<file path="src/rtl/imhq_ram.sv">
// Single-port RAM with registered read.
module imhq_ram #(
  parameter int unsigned Width = 8,
  parameter int unsigned Depth = 16
) (
  input  logic                     clk_i,
  input  logic                     we_i,
  input  logic [$clog2(Depth)-1:0] addr_i,
  input  logic [Width-1:0]         wdata_i,
  output logic [Width-1:0]         rdata_o
);
  logic [Width-1:0] mem_q [Depth];

  // Read data registered; a read of the address being written returns the old data.
  always_ff @(posedge clk_i) begin
    if (we_i) begin
      mem_q[addr_i] <= wdata_i;
    end
    rdata_o <= mem_q[addr_i];
  end
endmodule

</file>
<file path="config.mk">
export PLATFORM = sky130hd
export DESIGN_NAME = imhq_ram
export DESIGN_NICKNAME = d
export VERILOG_FILES = /design/src/rtl/imhq_ram.sv
export SDC_FILE = /design/constraint.sdc
export NUM_CORES = 1
export LEC_CHECK = 0
export BUFFER_PORTS_ARGS = -buffer_cell sky130_fd_sc_hd__buf_2
export CORE_MARGIN = 2
export CORE_UTILIZATION = 35
export CTS_BUF_LIST = sky130_fd_sc_hd__clkbuf_16
export DETAILED_ROUTE_END_ITERATION = 16
export PLACE_DENSITY = 0.5
export SYNTH_ARGS = -nofsm -noshare
export SYNTH_HDL_FRONTEND = slang
export SYNTH_SLANG_ARGS = --single-unit
</file>
<file path="constraint.sdc">
create_clock -name clk_i -period 3 [get_ports clk_i]
set_clock_uncertainty 0.05 [all_clocks]
set_input_delay 0.6 -clock clk_i [delete_from_list [all_inputs] [get_ports clk_i]]
set_output_delay 0.6 -clock clk_i [all_outputs]
set_load 0.005 [all_outputs]
</file>
# Word level (Yosys, flattened, before mapping)
# Memories as Yosys holds them, arrays and structs flattened. A register that Yosys moved wholly into a read port is not among the register bits.
# Cells that the tools add are included.
[totals] reg_bits=0 mem_bits_rw=128 word_cells=3 mem_count=1
[classes] mux=2
[mem_list] name="mem_q" words=16 word_bits=8 read_ports=1 rd_clocked_by_memory_dff=1 wr=1 line="12" rtl="logic [Width-1:0] mem_q [Depth];"
[op_table] operator="$mux W1" n=2

# Logic depth before layout (Yosys ltp)
[logic_depth] word_depth=2 ltp_mapped=5 depth_no_buf=3

# Least setup slack after synthesis
# OpenSTA, ideal clock, no wires.
[synth_timing] kind="input to register" from="input addr_i[2]" to="memory mem_q[0][0] (enable)" arrival_ps=1710 required_ps=2567 slack_ps=857 path_stages=2 path_cell_list="or3b_2 > nor3_1"
[synth_rtl] item="start, declared" line="8" rtl="input logic [$clog2(Depth)-1:0] addr_i,"
[synth_rtl] item="end, declared" line="12"
# Straight into the memory's write port.

# Final worst setup path
[layout_timing] from="input addr_i[2]" to="memory mem_q[0][4] (enable)"
# Straight into the memory's write port.

==> parameters.txt <==
Parameter                              Value

STA
  Final count of pins violating max slew    0
  Final min period    2.17 ns
  Total count of hold-check failures in the final report    0
  Number of setup violations in the final report    0
  Worst slew margin    a little under a quarter
  Total Neg Setup Slack    0 ns
  Final Cycle Share    slightly above 70%
  Unrepaired setup endpoints after global routing    false
  Worst-Margin Slew    1.13 ns
  Maximum clock frequency    461 MHz

Detailed routing
  Overall routed net length    around 10000 um
  DRC marker count from the first detailed-route iteration    approximately 140
  Post-route ant nets    0
  Number of search-and-repair iterations in the first detailed-routing pass    4
  Vias per cell    around 5.0
  Vias post-DR    2348
  Routed wire length per instance    21.6 um
  Detailed-route DRC error count    0

CTS
  Clk Tree Root Cell    sky130_fd_sc_hd__clkbuf_16
  Clock tree from TritonCTS    built
  Clock network latency to the later pin of the worst-skew pair    0.41 ns
  H-tree levels    4
  Buffer levels on the longest clock path    2
  Clock sinks    136
  PostCTS Resize Cnt    0
  Hold-fix buffers, CTS    0
  Clock buffer count from CTS    17
  Setup fix buffers added after clock tree synthesis    0
  Clock-pin slew reported for the worst setup and hold paths after clock tree synthesis    0.05 ns

Floorplan
  Die Footprint    15500 um^2
  Starting Density    between 30% and 40%
  Die height    between 100 and 150 um
  Core Rows    between 40 and 50
  Width of the die    124 um
  Number of top-level pins    22
  Core area    14000 um^2

Critical path
  Arrival time of data at the critical path endpoint    2.14 ns
  Sort of element at the end of the critical path    register
  Worst Reg-to-Reg Cells    3
  Biggest fanout along the worst timing path    8
  Critical path depth in cells    3
  Worst Setup Start Kind    primary input
  Critical Path Max Stage Delay    0.88 ns
  Worst path required time    2.97 ns
  Cell class contributing the biggest share of worst-path delay    simple AND/OR/NAND/NOR gates
  Slowest-stage cell, CP    sky130_fd_sc_hd__nor3_1
  Number of buffers and inverters on the critical path    1
  Kind of critical path    primary input to register
  CP Cell Sequence    buf_2 -> or3b_2 -> nor3_1

Logic synthesis
  Post-Synthesis Mean Instance Area    around 22 um^2
  Library cells used by synthesis    18
  Yosys Warn Count    0
  Mapped Cells    between 200 and 250
  Flops & latches, synth    between 100 and 150
  Post-synthesis cell area    5070 um^2
  Number of nets in the synthesized netlist    approximately 240
  Sequential-to-total area share from yosys stat    approximately 79%

Placement
  HPWL Detailed    approximately 6700 um
  Area post-placement    between 5000 and 6000 um^2
  Port buffer count    21
  Placer congestion estimate    approximately 0.75

Cells and area
  Fraction of layout cells with a size suffix above 1    about 32%
  Most common cell after layout, fill and taps aside    sky130_fd_sc_hd__edfxtp_1
  Design area    about 6000 um^2
  Number of nets at the end of the flow    around 290
  Count of inserted antenna diode cells    0
  Layout-stage area growth over the synthesis result    18.8%
  Most frequent cells in the layout    128 x sky130_fd_sc_hd__edfxtp_1, 32 x sky130_fd_sc_hd__mux4_2, 21 x sky130_fd_sc_hd__buf_2, 20 x sky130_fd_sc_hd__buf_4, 17 x sky130_fd_sc_hd__clkbuf_16

Min path
  Kind of path behind the tightest hold check    primary input to register
  Cell depth of the worst min-delay path    1

Global route
  Initial antenna violation count    0
  First-pass GRT wire length    roughly 16000 um
  Maximum number of pins on one net before global-route repair    23
  Via count of the first global-routing pass    2617
  Overall overflow remaining after global route    0
  Gr usage total    14.4%

Power
  Max IR drop VDD    about 0.00039 V
  LEAKAGE    2.01 nW
  Pwr Density    a little under 700 nW/um^2

Status
  Run status    complete, no violations

Flow run
  Number of max-cap violations    0
-- stage by stage --
step	hold WS [ns]	cells	utilization, %	power, mW	setup WS (ns)
finish	0.530	473	43.0	4.12	0.830
global route	0.541	473	43.0	4.27	0.768
CTS	0.516	473	43.0	4.17	0.874
detailed placement	0.622	441	39.4	2.38	0.434
global placement	0.617	441	39.4	2.38	0.504
floorplan	0.585	230	-	2.28	0.857
-- layer usage --
layer | part of all wire [%] | up-vias | track usage, %
met3 | 4.4 | 7 | 4.85
met2 | 48 | 49 | 22.1
met1 | 47 | 1222 | 19.6
li1 | - | 1070 | -
met5 | 0 | - | 0
met4 | 1.0 | 0 | 4.36
-- power by group --
part	switching (mW)	total, mW	internal (mW)
clock network	0.690	1.78	1.10
registers	0.0127	2.14	2.13
logic	0.114	0.199	0.0849
-- layout make-up --
type | instances | area, um^2
multi-input combinational | 83 | 1000
timing repair buffer | 42 | 275
clock inverter | 15 | 85.1
sequential | 136 | 4000
fill | 1253 | 7970
tap | 180 | 225
clock buffer | 17 | 425
-- Yosys cell counts, drive strengths merged --
cell | number | area, um^2
edfxtp | 128 | 3840
mux4 | 32 | 721
a22oi | 16 | 120
nor2 | 13 | 48.8
nand2 | 9 | 33.8
buf | 8 | 47.5
dfxtp | 8 | 160
nor3 | 4 | 20.0
clkbuf | 3 | 12.5
nand2b | 2 | 12.5
nand3b | 2 | 15.0
nor2b | 2 | 12.5
and2 | 1 | 6.26
nand3 | 1 | 5.00
or3b | 1 | 8.76
-- logic make-up (layout without fill, tap and decap cells) --
logic type | after synthesis | count (layout) | share of synthesized area [%]
multiplexers | 32 | 32 | 14.2
AND/OR/NAND/NOR | 35 | 35 | 3.21
flip-flops | 136 | 136 | 79.0
AO/OA/AOI/OAI | 16 | 16 | 2.37
buffers and inverters | 11 | 74 | 1.19
-- sequential cells by signal (all words and copies together) (netlist names) --
signal / count
mem_q: 128
rdata_o: 8
-- path summary, 6_finish.rpt --
kind              slack (ns)                     to              startpoint
setup / recovery        0.83  mem_q[0][4]$_DFFE_PP_               addr_i[2]
hold / removal          0.53  mem_q[7][4]$_DFFE_PP_              wdata_i[4]
setup reg to reg        1.57     rdata_o[2]$_DFF_P_   mem_q[3][2]$_DFFE_PP_
hold reg to reg         0.63     rdata_o[3]$_DFF_P_  mem_q[15][3]$_DFFE_PP_
Power figures use the tool's default switching activity.
