==> src/rtl/imhq_pkg.sv <==
package imhq_pkg;
  localparam int unsigned HeapDepthDefault = 1024;
  localparam int unsigned PrioBitsDefault  = 32;
  localparam int unsigned JobW   = 10;
  localparam int unsigned JobCnt = 1024;
  localparam int unsigned StatW  = 3;

  localparam logic [1:0] CmdInsert = 2'd0;
  localparam logic [1:0] CmdRemove = 2'd1;
  localparam logic [1:0] CmdChange = 2'd2;
  // Unused command code; it leaves the heap untouched and reports ok.
  localparam logic [1:0] CmdSpare  = 2'd3;

  localparam logic [2:0] StOk     = 3'd0;
  localparam logic [2:0] StFull   = 3'd1;
  localparam logic [2:0] StEmpty  = 3'd2;
  localparam logic [2:0] StDup    = 3'd3;
  localparam logic [2:0] StAbsent = 3'd4;
endpackage

==> src/rtl/imhq_cmp.sv <==
// Shared rank comparator: a ranks strictly above b.
module imhq_cmp #(
  parameter int unsigned PrioW = 32
) (
  input  logic signed [PrioW-1:0]        a_prio_i,
  input  logic [imhq_pkg::JobW-1:0]      a_job_i,
  input  logic signed [PrioW-1:0]        b_prio_i,
  input  logic [imhq_pkg::JobW-1:0]      b_job_i,
  output logic                           above_o
);
  always_comb begin
    if (a_prio_i != b_prio_i) begin
      above_o = a_prio_i > b_prio_i;
    end else begin
      above_o = a_job_i > b_job_i;
    end
  end
endmodule

==> config.mk <==
export PLATFORM = sky130hd
export DESIGN_NAME = imhq_cmp
export DESIGN_NICKNAME = d
export VERILOG_FILES = /design/src/rtl/imhq_pkg.sv /design/src/rtl/imhq_cmp.sv
export SDC_FILE = /design/constraint.sdc
export NUM_CORES = 1
export LEC_CHECK = 0
export ABC_AREA = 0
export BUFFER_PORTS_ARGS = -buffer_cell sky130_fd_sc_hd__buf_2
export CORE_MARGIN = 3
export CORE_UTILIZATION = 46
export DETAILED_ROUTE_END_ITERATION = 6
export PLACE_DENSITY = 0.95
export SLEW_MARGIN = 10
export SYNTH_ARGS = -nofsm -noshare
export SYNTH_HDL_FRONTEND = slang
export SYNTH_SLANG_ARGS = --single-unit
==> constraint.sdc <==
create_clock -name vclk -period 3.9
set_input_delay 0.195 -clock vclk [all_inputs]
set_output_delay 0.195 -clock vclk [all_outputs]
set_load 0.01 [all_outputs]
; Word-level counts from Yosys, hierarchy flattened
; Cells that the tools add are included.
[totals]
register_bits = 0
wordCells = 4
output_inout_bits = 1
[classes]
magnitude_cmp = 2
muxes = 1
eq_ne = 1
[op_table]
columns = operator, n
row1 = greater-than comparator 32 bit, 1
row2 = != test 32 bit, 1
row3 = greater-than comparator 10 bit, 1
row4 = two-way mux 1 bit, 1

; Longest topological paths before layout
[depth]
depth_word = 2
depth_mapped = 8
ltp_nobuf = 8

; Worst setup path before layout
; OpenSTA, ideal clock, no wires.
[synth_timing]
kind = input to output
start = input port b_prio_i[31]
end = output port above_o
path_stages = 6
arrival_ns = 1.552
path_slack_ns = 2.153
path_cell_list = inv_1 > ha_1 > nand4_2 > nor4_4 > nand3_2 > o311ai_1
[synth_via]
elab_chain_cells = 2
word_cells_on_any_way = 3
[synth_rtl]
columns = item, line_no
row1 = "start, declared", imhq_cmp.sv:7  ; input logic signed [PrioW-1:0] b_prio_i,
row2 = greater-than comparator 32 bit / != test 32 bit (equally long branches), "imhq_cmp.sv:13, imhq_cmp.sv:12"
row3 = two-way mux 1 bit (*), imhq_cmp.sv:12  ; if (a_prio_i != b_prio_i) begin
row4 = "end, declared", imhq_cmp.sv:9  ; output logic above_o
; Mark *: on every way between the ends. The rest lies on a longest branch, timed or not.

; Worst setup path after layout
[layout_timing]
start = input port a_prio_i[13]
end = output port above_o
[layout_via]
elab_chain_cells = 2
word_cells_on_any_way = 3
[layout_rtl]
columns = item, line_no
row1 = "start, declared", imhq_cmp.sv:5  ; input logic signed [PrioW-1:0] a_prio_i,
row2 = greater-than comparator 32 bit / != test 32 bit (equally long branches), "imhq_cmp.sv:13, imhq_cmp.sv:12"
row3 = two-way mux 1 bit (*), imhq_cmp.sv:12
; Marked as above.

==> results.json <==
{
  "die_y_um": 54.93,
  "clock.fmax_mhz": 483.0,
  "start_kind": "input pin",
  "grt_start_max_net_pins": 4,
  "setup_viol": 0,
  "syn_avg_cell_area_um2": 7.292,
  "finalHoldViolCount": 0,
  "cpMaxStageDelayCell": "a2111oi_0",
  "first_pass_iters": 4,
  "synth_area_um2": 1101,
  "synth_top_cell_by_area": "ha_1",
  "powerDensity_nw_per_um2": 91.82,
  "total_leakage_power_nw": 1.031,
  "maxSlewViolCount": 0,
  "cp_top_family": "compound AO/OA/AOI/OAI gates",
  "grt_setup_unrepaired": "no",
  "drt_wl_total_um": 2822,
  "yosys-top-cells-area": "ha_1 (48%), inv_1 (15%), a21oi_1 (5.9%)",
  "maxSlewHeadroom": 0.7156,
  "maxCapViolations": 0,
  "synth_nets": 277,
  "drtIter0Drc": 8,
  "hold_path_class": "input pin to primary output",
  "cp.required_ns": 3.70,
  "cts_resized": 0,
  "placement.io_buffers": 85,
  "initial_utilization": 0.4930,
  "num_rows": 17,
  "dieArea_um2": 3017,
  "crit_top_cell": "buf_2",
  "viasPerCell": 4.947,
  "grt_overflow_total": 0,
  "nClkBuffers": 0,
  "cts_hold_buf": 0,
  "grt_antenna_before_repair": 0,
  "place_congestion": 0.6982,
  "power_mw": 0.1434,
  "tightest_slew_ns": 0.4159,
  "grt_pass1_vias": 1148,
  "die_w_um": 54.93,
  "ys_types": 25,
  "end_kind": "primary output",
  "area_delta_synth_final_pct": 41.82,
  "fin_setup_tns_ns": 0,
  "drcViolationCount": 0,
  "multi_input_area_um2": 939.7,
  "core_um2": 2233,
  "crit_fanout": 3,
  "ys_warn_count": 0,
  "vdd_drop_max_mv": 0.05737,
  "wl_per_cell_um": 10.69,
  "num_antenna_cells": 0,
  "crit_type": "input pin to primary output",
  "fin_crit_sh": 0.5309,
  "ioPinCount": 85,
  "yosysSeqAreaShare": 0,
  "postRouteAntennaNets": 0,
  "netlist_instances": 151,
  "grt_pass1_wl_um": 4174,
  "max_stage_delay_ns": 0.43,
  "cp.arrival_ns": 1.88,
  "path_cells": "buf_2, ha_1, and4_1, nand2_1, a21oi_1, a2111oi_0, a211o_1, o311ai_1, buf_2",
  "seq_cell_count": 0,
  "status": "finished, final reports clean",
  "drive_above_1_share": 0.3856,
  "regArea_um2": 0,
  "nFillCells": 202,
  "dpl.hpwl_um": 2724,
  "cts_setup_buffers": 0,
  "vias": 1306,
  "worst-path-buf-inv": 2,
  "yosysTopAreaCellShare": 0.4773,
  "min_period_ns": 2.071,
  "grtUsageTotal": 0.1789,
  "nNetsFinal": 364
}
-- layer usage --
| metal | up-vias | GRT usage | wire length, um | part of all wire |
|---|---|---|---|---|
| met3 | 2 | 0.01877 | 257 | 0.091 |
| met4 | 0 | 0.01215 | 17 | 0.0060 |
| li1 | 696 | - | - | - |
| met5 | - | 0 | 0 | 0 |
| met2 | 51 | 0.3701 | 1473 | 0.52 |
| met1 | 557 | 0.1987 | 1073 | 0.38 |
-- path summary, 6_finish.rpt --
check | from | end | slack (ns) | depth (start not counted)
worst min-delay path | a_prio_i[31] | above_o | 0.94 | 5
worst max-delay path | a_prio_i[13] | above_o | 1.83 | 9
-- cell usage after synthesis, drive strengths merged (2+ instances only) --
library cell / count
inv: 43
nor3: 2
a211oi: 4
nor2: 6
o21ai: 4
a211o: 2
nand2: 12
a21oi: 13
ha: 42
nand3: 3
and4: 2
nand4: 6
a21o: 4
-- cell families (layout without fill, tap and decap cells) --
family,Yosys count,in the layout,share of synthesized area
buf+inv,43,128,0.1466
simple gates,33,33,0.1795
compound gates,33,33,0.1966
fa+ha+maj,42,42,0.4773
-- stage by stage --
step / hold WS (ns) / cell area [um2] / std cells / worst slack, ns / util
after floorplan: 0.7404 / 1101 / 151 / 2.153 / -
after global placement: 0.9220 / 1562 / 264 / 1.845 / 0.6992
after detailed placement: 0.9465 / 1562 / 264 / 1.847 / 0.6992
after CTS: 0.9486 / 1562 / 264 / 1.836 / 0.6992
after global routing: 0.9742 / 1562 / 264 / 1.766 / 0.6992
final: 0.9434 / 1562 / 264 / 1.829 / 0.6992
-- layout make-up --
class | count | share of cell area
repair buffers | 85 | 0.2724
well taps | 28 | 0.02244
inverters | 43 | 0.1034
multi-input cells | 108 | 0.6018
-- cells in the final DEF, fill, tap and decap left out --
master / count
nand4_1: 4
a21o_1: 4
nor4_4: 1
nand3_2: 1
nand2_1: 12
a221oi_2: 1
a31oi_1: 1
buf_2: 85
nor2b_1: 1
a211oi_1: 4
ha_1: 42
inv_1: 43
nor3_2: 1
a2111oi_0: 1
o21ai_0: 3
nor3_1: 1
o21a_1: 1
nand3_1: 2
nand4_2: 2
o311ai_1: 1
nor2_1: 6
a21oi_1: 13
a211o_1: 2
o21ai_1: 1
o211ai_1: 1
and4_1: 2
-- power by group --
group / switching [mW] / total (mW) / internal (mW)
Combinational: 0.0677 / 0.143 / 0.0757
Clock: 0 / 0 / 0
Sequential: 0 / 0 / 0
Total: 0.0677 / 0.143 / 0.0757
Note: power is estimated with default switching activity, not from simulation.
